$ cat src/mmu_ram.sv
module mmu_ram #(
  parameter int WIDTH = 8,
  parameter int DEPTH = 256,
  localparam int AW = (DEPTH > 1) ? $clog2(DEPTH) : 1
) (
  input  logic             clk,
  input  logic             we,
  input  logic [AW-1:0]    waddr,
  input  logic [WIDTH-1:0] wdata,
  input  logic [AW-1:0]    raddr,
  output logic [WIDTH-1:0] rdata
);

  logic [WIDTH-1:0] mem [DEPTH];

  always_ff @(posedge clk) begin
    if (we) begin
      mem[waddr] <= wdata;
    end
    rdata <= mem[raddr];
  end

endmodule

$ cat config.mk
export PLATFORM = sky130hd
export DESIGN_NAME = mmu_ram
export DESIGN_NICKNAME = d
export VERILOG_FILES = /design/src/mmu_ram.sv
export SDC_FILE = /design/constraint.sdc
export NUM_CORES = 2
export LEC_CHECK = 0
export BUFFER_PORTS_ARGS = -buffer_cell sky130_fd_sc_hd__buf_2
export CAP_MARGIN = 0
export CORE_MARGIN = 8
export CORE_UTILIZATION = 40
export DETAILED_ROUTE_END_ITERATION = 7
export RECOVER_POWER = 25
export SLEW_MARGIN = 30
export SYNTH_ARGS = -nofsm -noshare
export SYNTH_HDL_FRONTEND = slang
export SYNTH_SLANG_ARGS = --single-unit
$ cat constraint.sdc
create_clock -name clk -period 3.9 [get_ports clk]
set_clock_uncertainty 0.2 [all_clocks]
set_input_delay 0.195 -clock clk [delete_from_list [all_inputs] [get_ports clk]]
set_output_delay 0.195 -clock clk [all_outputs]
set_load 0.05 [all_outputs]
==> metrics.cfg <==
[worst_setup_path]
crit_chain = dlygate4sd3_1, clkbuf_2, clkbuf_2
cp.depth = 3
cp_data_arrival_time_ns = 3.59
crit_path_end_kind = register
crit_slowest_cell = clkbuf_2
path_buf_inv = 3
crit_fanout = 89
path_class = in2reg
worst_r2r_startpoint = mem[83][6]
crit_top_cell = clkbuf_2
timing.reg2reg.setup_slack_ns = 1.01
r2r_end = rdata[6]
crit_family = buffers and inverters
required_ns = 4.13
startpoint_type = input pin
worst_r2r_path_depth = 6
max_stage_delay_ns = 1.51

[global_route]
antenna_found_initial = 8
first_global_vias = 39500
grt_pass1_wl_mm = 289
grt-ovfl-total = 0
grt_max_degree = 151
grt_usage = 0.186

[final_layout]
drive_above_1_share = 0.257
fill_cells = 16500
fin_nets = 4037
fin_cells = 6830
seqCellArea_um2 = 61700
multi_input_area_um2 = 16600
syn_to_final_growth_pct = 14.3

[outcome]
violations = capacitance limit, slew limit
status = complete, but fails checks

[die]
rows = 163
start_util = 0.403
die_w_um = 462
fp.dieH_um = 462
dieArea_um2 = 213000
core_area_um2 = 197000
ios = 34

[clocking]
cts_setup_buffers = 0
cts_buffers = 199
clock_latency_ns = 0.85
cts_hold_buf = 19
cts.path.max_buffers = 3
clk_pin_slew_ns = 0.06
cts_root_buffer = clkbuf_16
cts_num_sinks = 2056
cts_tree = built
cts_resized = 0
cts_htree_levels = 4

[pwr]
internal_power_w = 0.0362
power_frac_seq = 0.528
ir_drop_mv = 0.370
switching_share = 0.216
power_switching_w = 0.00998
power_frac_clock = 0.420
p_per_area_nw_per_um2 = 508
combPwrFrac = 0.051
total_power_w = 0.0462
leakagePower_nw = 28.2

[sta]
hold_violations = 0
maxSlewViolCount = 633
tightest_slew_ns = 2.89
setup_viol = 0
setup_slack_ns = 0.533
rsz0062_at_grt = no
min_period_over_period = 0.863
fmax_ghz = 0.297
slew_headroom = -0.926
min_period_ns = 3.37

[synthesis]
synth_seq_cells = 2056
synth_top_area_share = 0.773
yosysUniqueCellTypes = 55
ys_warn_count = 0
avgSynthCellArea_um2 = 21.3
synth_commonest_cells = edfxtp_1, mux4_2, nor2_1, mux2i_1, a22oi_1
syn_nets = 3759
synth.most_common_cell = edfxtp_1
synth_edf_count = 2048
syn_inst = 3733
syn-cell-area_um2 = 79600
async_flop_share = 0
synth_top_cell_by_area = edfxtp_1
synth_area_leaders = edfxtp_1, mux4_2, mux2i_1
ys.flop_type = edfxtp_1
synth-seq-area-share = 0.775

[route]
drc = 0
wirelength_met1_mm = 84.8
ant_nets = 0
top_layer = met4
met3_length_mm = 15.7
vias = 39300
first_iter_violations = 4596
firstDrtPassIters = 5
met2WireLength_mm = 98.0
postRouteWirelength_mm = 202
post_drt_wl_per_cell_um = 29.6
viasPerCell = 5.75

[hold_path]
whs_path_depth = 6
hold_class = in2reg
whs_endpoint = rdata[6]
min_from = raddr[5]

[place]
port_buffers = 33
routabilityCongestion = 0.817
dp_cells = 6427
place_ws_ns = 0.200
hpwl_mm = 125

[flow_run]
drv_cap = 8

==> worst min-delay path: cells and delay by family <==
family          cells  cell delay, ns
compound gates      3            0.49
buf+inv             2            0.41
simple gates        1            0.03
==> final cells by class <==
class	instances	area share
well taps	2640	0.0363
flip-flops and latches	2056	0.678
clock buffers	233	0.0566
repair buffers	310	0.0302
diodes	8	0.000220
inverters	2	0.0000826
multi-input cells	1442	0.182
clock inverters	139	0.0161
==> sequential cells by signal, indices dropped and copies added, names as in the netlist <==
name / flops
mem: 2048
rdata: 8
==> cells by family (layout without fill, tap and decap cells) <==
logic type      Yosys count  in the layout  share of synthesized area
compound gates          385            385                     0.0342
buf+inv                 235            684                     0.0183
flops                  2056           2056                      0.775
mux                     591            591                      0.146
other cells               0              8                          0
simple gates            466            466                     0.0263
==> metrics by stage <==
step	utilization	area [um^2]	TNS (ns)	hold WS (ns)
after global placement	0.426	84000	-1.51	0.527
after CTS	0.461	90900	0	0.0705
after floorplan	-	79600	0	0.0939
after global routing	0.461	90900	0	0.117
after detailed placement	0.426	84100	0	0.547
final	0.461	90900	0	0.140
==> cell usage in the layout, fill, tap and decap left out, drive strengths merged, types with 33 or more instances in the layout <==
master	count
nand3	34
a22oi	133
edfxtp	2048
clkbuf	245
a21oi	96
clkinv	105
nor2	282
mux4	456
buf	279
mux2i	134
nand2	33
o221ai	47
==> metal layers <==
metal	vias up	global-route usage
met3	229	0.0366
met4	0	0.0423
met2	1619	0.298
li1	16300	-
met1	21100	0.266
met5	-	0
==> worst max-delay path by stage <==
stage	start	to	slack (ns)
floorplan	raddr[0]	rdata[2]	1.57
global placement	raddr[0]	rdata[3]	-0.44
detailed placement	raddr[0]	rdata[7]	0.20
CTS	raddr[4]	rdata[0]	0.83
global route	wdata[1]	mem[54][1]	0.38
finish	wdata[1]	mem[54][1]	0.53
==> power groups by stage <==
stage               sequential [W]  combinational, W  clock (W)
finish                      0.0244           0.00237     0.0194
global route                0.0244           0.00249     0.0206
CTS                         0.0244           0.00239     0.0197
detailed placement          0.0249           0.00236          0
global placement            0.0249           0.00233          0
floorplan                   0.0249           0.00118          0
(Power assumes the default switching activity.)
