`config.mk`:
```
export PLATFORM = sky130hd
export DESIGN_NAME = mmu_cell
export DESIGN_NICKNAME = d
export VERILOG_FILES = /design/src/mmu_pkg.sv /design/src/mmu_cell.sv
export SDC_FILE = /design/constraint.sdc
export NUM_CORES = 1
export LEC_CHECK = 0
export BUFFER_PORTS_ARGS = -buffer_cell sky130_fd_sc_hd__buf_2
export CORE_MARGIN = 2
export CORE_UTILIZATION = 55
export DETAILED_ROUTE_END_ITERATION = 10
export GPL_TIMING_DRIVEN = 0
export MAX_ROUTING_LAYER = met4
export PLACE_DENSITY = 0.86
export SETUP_SLACK_MARGIN = 0.05
export SYNTH_ARGS = -nofsm -noshare
export SYNTH_HDL_FRONTEND = slang
export SYNTH_SLANG_ARGS = --single-unit
```
`constraint.sdc`:
```
create_clock -name clk -period 7.3 [get_ports clk]
set_input_delay 2.19 -clock clk [delete_from_list [all_inputs] [get_ports clk]]
set_output_delay 2.19 -clock clk [all_outputs]
set_load 0.005 [all_outputs]
```
`src/mmu_pkg.sv`:
```
package mmu_pkg;

  localparam int ROWS_DEF  = 16;
  localparam int COLS_DEF  = 16;
  localparam int DEPTH_DEF = 16;

  localparam logic [23:0] INV_SCALE_A_RST    = 24'd65024;
  localparam logic [23:0] INV_SCALE_B_RST    = 24'd65024;
  localparam logic [31:0] COMBINED_SCALE_RST = 32'd66572;

  localparam int CODE_MAX  = 127;
  localparam int CODE_SQ   = CODE_MAX * CODE_MAX;
  localparam int RAW_W     = 19;
  localparam int RESULT_W  = 32;

  localparam logic [1:0] KIND_LOAD_A = 2'd0;
  localparam logic [1:0] KIND_LOAD_B = 2'd1;
  localparam logic [1:0] KIND_READ   = 2'd2;

  localparam logic [1:0] REG_INV_SCALE_A    = 2'd0;
  localparam logic [1:0] REG_INV_SCALE_B    = 2'd1;
  localparam logic [1:0] REG_COMBINED_SCALE = 2'd2;

  typedef enum logic [2:0] {
    ST_LOAD_A,
    ST_LOAD_B,
    ST_FEED,
    ST_WAIT,
    ST_MAC,
    ST_DRAIN,
    ST_READY
  } state_t;

  typedef struct packed {
    logic shift_b;
    logic mac;
    logic clear;
    logic drain;
  } cell_ctrl_t;

  // round half away from zero of |x| * inv / 2^23, clamped to 127
  function automatic logic [7:0] quantize(input logic [15:0] raw, input logic [23:0] inv);
    logic        neg;
    logic [16:0] mag;
    logic [41:0] prod;
    logic [18:0] q;
    logic [7:0]  q8;
    neg  = raw[15];
    mag  = neg ? (17'h10000 - {1'b0, raw}) : {1'b0, raw};
    prod = 42'(mag) * 42'(inv) + 42'(1 << 22);
    q    = prod[41:23];
    q8   = (q > 19'(CODE_MAX)) ? 8'(CODE_MAX) : q[7:0];
    return neg ? (8'd0 - q8) : q8;
  endfunction

endpackage

```
`src/mmu_cell.sv`:
```
module mmu_cell #(
  parameter int SUM_W = 19
) (
  input  logic                    clk,
  input  mmu_pkg::cell_ctrl_t     ctrl,
  input  logic signed [7:0]       a_code,
  input  logic signed [7:0]       b_in,
  output logic signed [7:0]       b_out,
  input  logic signed [SUM_W-1:0] acc_in,
  output logic signed [SUM_W-1:0] acc_out
);
  import mmu_pkg::*;

  logic signed [7:0]       b_reg;
  logic signed [SUM_W-1:0] acc;
  logic signed [15:0]      prod;
  logic signed [SUM_W-1:0] acc_next;

  assign prod     = a_code * b_reg;
  assign acc_next = (ctrl.clear ? SUM_W'(0) : acc) + SUM_W'(prod);

  always_ff @(posedge clk) begin
    if (ctrl.shift_b) begin
      b_reg <= b_in;
    end
    if (ctrl.mac) begin
      acc <= acc_next;
    end else if (ctrl.drain) begin
      acc <= acc_in;
    end
  end

  assign b_out   = b_reg;
  assign acc_out = acc;

endmodule
```
==> impl_metrics.toml, run 1 <==
[status]
status = "complete, no violations"

[synthesis]
synthAdderAreaFrac = 0.483
synth_top_family_by_area = "adder cells"
syn_area_mm2 = 0.00462
synth_warnings = 0
synth_xor_area_frac = 0.0341
synth_cells = 442
ys_seq_area_frac = 0.176
ys_types = 37
synth_edf_count = 27
synth_seq_cells = 27
synth-simple-area-share = 0.123
synth_compound_area_frac = 0.0704
avgSynthCellArea_um2 = 10.4
async_flop_share = 0
synth_nets = 610
synth.mux.area_fraction = 0.0322
synth_ff_type = "edfxtp_1"

[detailed_routing]
viasPerCell = 5.24
drt_pre_antenna_iters = 4
drc = 0
drt-initial-drc-count = 130
ant_nets = 0
routedWlPerCell_um = 15.7
routed_wl_um = 9700
num_vias = 3234

[placement]
io_buffers = 66
dp_slack_ps = -154
hpwl_um = 8400
dp.cells = 613
gp_congestion = 0.898

[final_layout]
diodes = 0
drive_above_1_share = 0.178
nets = 681
fin_cells = 617
syn_to_final_growth_pct = 11.1
nFillCells = 632
final_util = 0.628
multi_input_area_mm2 = 0.00343
register_area_um2 = 811

[global_routing]
grt_overflow = 0
grtUsageMet1 = 0.317
gr-max-usage-layer = "met2"
grt_use_total = 0.247
grt_pass1_vias = 3532
grtUsageMet3 = 0.0348
grt_max_degree = 20
grt.met2_usage = 0.420
antenna_found_initial = 0
grt_first_pass_wirelength_um = 16800

[flow_run]
maxCapViolCount = 0

[min_path]
hold_class = "flip-flop to flip-flop"

[floorplanning]
start_util = 0.565
die_y_um = 95.6
dieArea_mm2 = 0.00915
fp-row-count = 33
ios = 67
core_area_mm2 = 0.00818
dieWidth_um = 95.6

[clock_tree]
cts_made_buffers = 3
clk_pin_slew_ps = 120
cts.sinks = 27
h-tree-depth = 1
cts_tree = "done"
clock_path_buffers = 2
cts_setup_buffers = 0
clock_latency_ps = 290
clock-root-buffer = "clkbuf_8"

[critical_path]
crit_slowest_cell = "fa_1"
setup.worst_path.end_class = "flip-flop"
start_kind = "input pin"
cp_max_fo = 10
crit_type = "input pin to flip-flop"
rrSetupSlack_ps = 1900
cpMostUsedCell = "fa_1"
critPathArrivalTime_ps = 6960
max_stage_delay_ps = 580
crit_buf_inv = 4
timing.critical_path.cells = "buf_2 -> clkbuf_1 -> nor2b_1 -> fa_1 -> inv_1 -> fa_1 -> inv_1 -> fa_1 -> fa_1 -> ha_1 -> ha_1 -> a21o_1 -> a2111oi_0 -> a21oi_1 -> xnor2_1 -> mux2_4"
cp.required_ps = 7340
cp_top_family = "adder cells"

[timing]
finalCritPeriodShare = 0.948
fmax_mhz = 145
min_period_ps = 6920
clock_skew_ps = 12.8
rsz0062_at_grt = "no"
tightest_slew_ps = 611
setup_ws_ps = 380
slew_violations = 0
relSlewSlack = 0.592
finalHoldViolCount = 0
finalSetupViolations = 0
setup_tns_ps = 0
[cells in the final DEF (no fill, tap or decap), drive strengths merged, types with 4 or more instances in the layout]
master,synthesis,final
a21o,6,6
a21oi,12,12
and2,34,34
buf,1,67
clkbuf,4,7
edfxtp,27,27
fa,84,84
ha,44,44
inv,93,94
mux2,12,12
nand2,35,35
nand2b,8,8
nor2,11,11
nor2b,15,15
nor3,4,4
o21a,7,7
o21ai,10,10
xnor2,12,12
xor2,6,6
[worst min-delay path, delay by kind of cell (launching register included)]
kind / cells / cell delay (ps)
multiplexers: 1 / 130
adder cells (fa/ha/maj): 1 / 140
flip-flops: 1 / 360
AND/OR/NAND/NOR: 1 / 140
[cells by family after synthesis]
kind of cell | Yosys count
AO/OA/AOI/OAI | 46
XOR/XNOR | 18
adder cells (fa/ha/maj) | 128
buffers and inverters | 100
flip-flops | 27
multiplexers | 13
AND/OR/NAND/NOR | 110
[sequential cells by signal (all words and copies together) (netlist names)]
register  flops
acc_out      19
b_out         8
[worst paths after layout]
| check | from | endpoint | depth (start not counted) |
|---|---|---|---|
| worst max-delay path | ctrl[1] | acc_out[18] | 16 |
| worst min-delay path | acc_out[0] | acc_out[0] | 3 |
| worst max register to register | b_out[1] | acc_out[18] | 15 |
| worst min register to register | acc_out[0] | acc_out[0] | 3 |
[routing by layer]
layer,wire length [um],share of wire
met1,4060,0.42
met2,4990,0.51
met3,499,0.051
met4,155,0.016
met5,0,0
[per-stage QoR]
stage	cell area (um^2)	hold WS, ps
floorplan	4620	819
global placement	5080	811
detailed placement	5080	849
global route	5130	921
CTS	5130	879
finish	5130	869
[final cells by class]
cell class	count	share of cell area
plain buffers	5	0.00390
clock buffers	3	0.00805
clock inverters	1	0.00171
inverters	95	0.0695
multi-input cells	315	0.669
flip-flops and latches	27	0.158
well taps	105	0.0256
repair buffers	66	0.0644
[synthesized netlist by cell type, types with 2 or more instances]
cell type	number	area, um^2
inv_1	93	349
fa_1	84	1680
ha_1	44	551
nand2_1	35	131
and2_1	34	213
edfxtp_1	27	811
nor2b_1	15	93.8
xnor2_1	12	105
mux2_2	11	124
nor2_1	11	41.3
a21oi_1	9	45.0
nand2b_1	8	50.1
o21a_1	7	52.6
a21o_1	6	45.0
xor2_1	6	52.6
o21ai_0	5	25.0
clkbuf_1	4	15.0
nor3_1	4	20.0
a21oi_2	3	26.3
o21ai_1	3	15.0
clkinv_1	2	7.51
o211ai_1	2	15.0
o21ai_2	2	17.5
o21bai_1	2	15.0
[what timing repair did]
action,4_1_cts,5_1_grt
setup endpoints to repair,0,7
resized for setup,0,1
hold buffers,0,0
Power of run 1 is left out: the tool's default activity adds up to more than one toggle a clock period on the data nets, which glitch-free logic cannot reach.
==> run 2, diff against run 1 <==
- CAP_MARGIN: unset -> 20
- CORE_MARGIN: 2 -> unset
- PLACE_DENSITY: 0.86 -> unset
- PLACE_DENSITY_LB_ADDON: unset -> 0.25
==> run 2 against run 1 <==
Critical path depth did not move. Highest routed layer unchanged. Final cell count did not move. Fmax rose by 0.29%. Largest cell class unchanged.
==> impl_metrics.toml, run 2 (synthesis results as in run 1) <==
[timing]
tightest_slew_ps = 629
finalCritPeriodShare = 0.945
min_period_ps = 6900
finalHoldViolCount = 0
finalSetupViolations = 0
clock_skew_ps = 16.9
holdWs_ps = 859
fmax_mhz = 145
relSlewSlack = 0.580
slew_violations = 0
rsz0062_at_grt = "no"

[clock_tree]
cts_setup_buffers = 0
clk_pin_slew_ps = 120
postCtsHoldBufs = 0
cts_made_buffers = 3
clock-root-buffer = "clkbuf_8"
clock_latency_ps = 290
clock_path_buffers = 2
h-tree-depth = 1
cts_tree = "done"
cts.sinks = 27

[final_layout]
diodes = 0
nFillCells = 717
multi_input_area_mm2 = 0.00343
layout_commonest_cell = "inv_1"
drive_above_1_share = 0.178
final_cell_mix = "inv_1, fa_1, buf_2"
syn_to_final_growth_pct = 11.1
largest_reg_flops = 19
nets = 681
register_area_um2 = 811
fin_cells = 617

[placement]
gp_congestion = 0.809
hpwl_um = 8220
dp.cells = 613
io_buffers = 66

[critical_path]
setup.worst_path.end_class = "flip-flop"
critPathArrivalTime_ps = 6940
crit_type = "input pin to flip-flop"
cp_max_fo = 10
cp.required_ps = 7340
start_kind = "input pin"

[min_path]
hold_class = "flip-flop to flip-flop"

[floorplanning]
ios = 67
core_area_mm2 = 0.00818
dieWidth_um = 93.6
start_util = 0.565
dieArea_mm2 = 0.00877
die_y_um = 93.6
fp-row-count = 33

[detailed_routing]
drt_pre_antenna_iters = 4
drt-initial-drc-count = 98
num_vias = 3197
routed_wl_um = 9460
routedWlPerCell_um = 15.3
ant_nets = 0
drc = 0
viasPerCell = 5.18

[global_routing]
grt_pass1_vias = 3514
grt_max_degree = 20
grt_first_pass_wirelength_um = 16600
antenna_found_initial = 0
grt_overflow = 0
grt_use_total = 0.254

[flow_run]
maxCapViolCount = 0

[status]
status = "complete, no violations"
run 2: timing repair:
item	4_1_cts	5_1_grt
endpoints found under the setup margin	0	6
gates resized for setup	0	1
endpoints found under the hold margin	0	0
run 2: metrics by stage:
stage / util / cell area, um^2 / TNS, ps / worst slack, ps
6_report: 0.628 / 5130 / 0 / 400
3_5_place_dp: 0.621 / 5080 / -666 / -160
5_1_grt: 0.628 / 5130 / 0 / 189
2_1_floorplan: - / 4620 / 0 / 512
3_3_place_gp: 0.621 / 5080 / -73.7 / -49.4
4_1_cts: 0.627 / 5130 / 0 / 123
run 2: final timing paths:
kind	endpoint	from	cells past startpoint	slack, ps
hold reg to reg	acc_out[0]	acc_out[0]	3	860
setup / recovery	acc_out[18]	ctrl[1]	16	400
hold / removal	acc_out[0]	acc_out[0]	3	860
setup reg to reg	acc_out[18]	b_out[1]	15	1860
run 2: final cells by class:
cell class | instances | area share
plain buffers | 5 | 0.00390
flip-flops and latches | 27 | 0.158
multi-input cells | 315 | 0.669
repair buffers | 66 | 0.0644
clock buffers | 3 | 0.00805
clock inverters | 1 | 0.00171
well taps | 105 | 0.0256
inverters | 95 | 0.0695
run 2: routing by layer:
layer / GRT usage / share of wire
met5: - / 0
met4: 0.0513 / 0.010
met3: 0.0195 / 0.052
met2: 0.404 / 0.48
met1: 0.363 / 0.46
run 2: critical path: stages:
cell and delay, ps:
buf_2 200, clkbuf_1 340, nor2b_1 120, fa_1 540
inv_1 60, fa_1 490, inv_1 50, fa_1 570
fa_1 420, ha_1 290, ha_1 360, a21o_1 240
a2111oi_0 450, a21oi_1 180, xnor2_1 150, mux2_4 260
Power of run 2 is left out for the same reason.
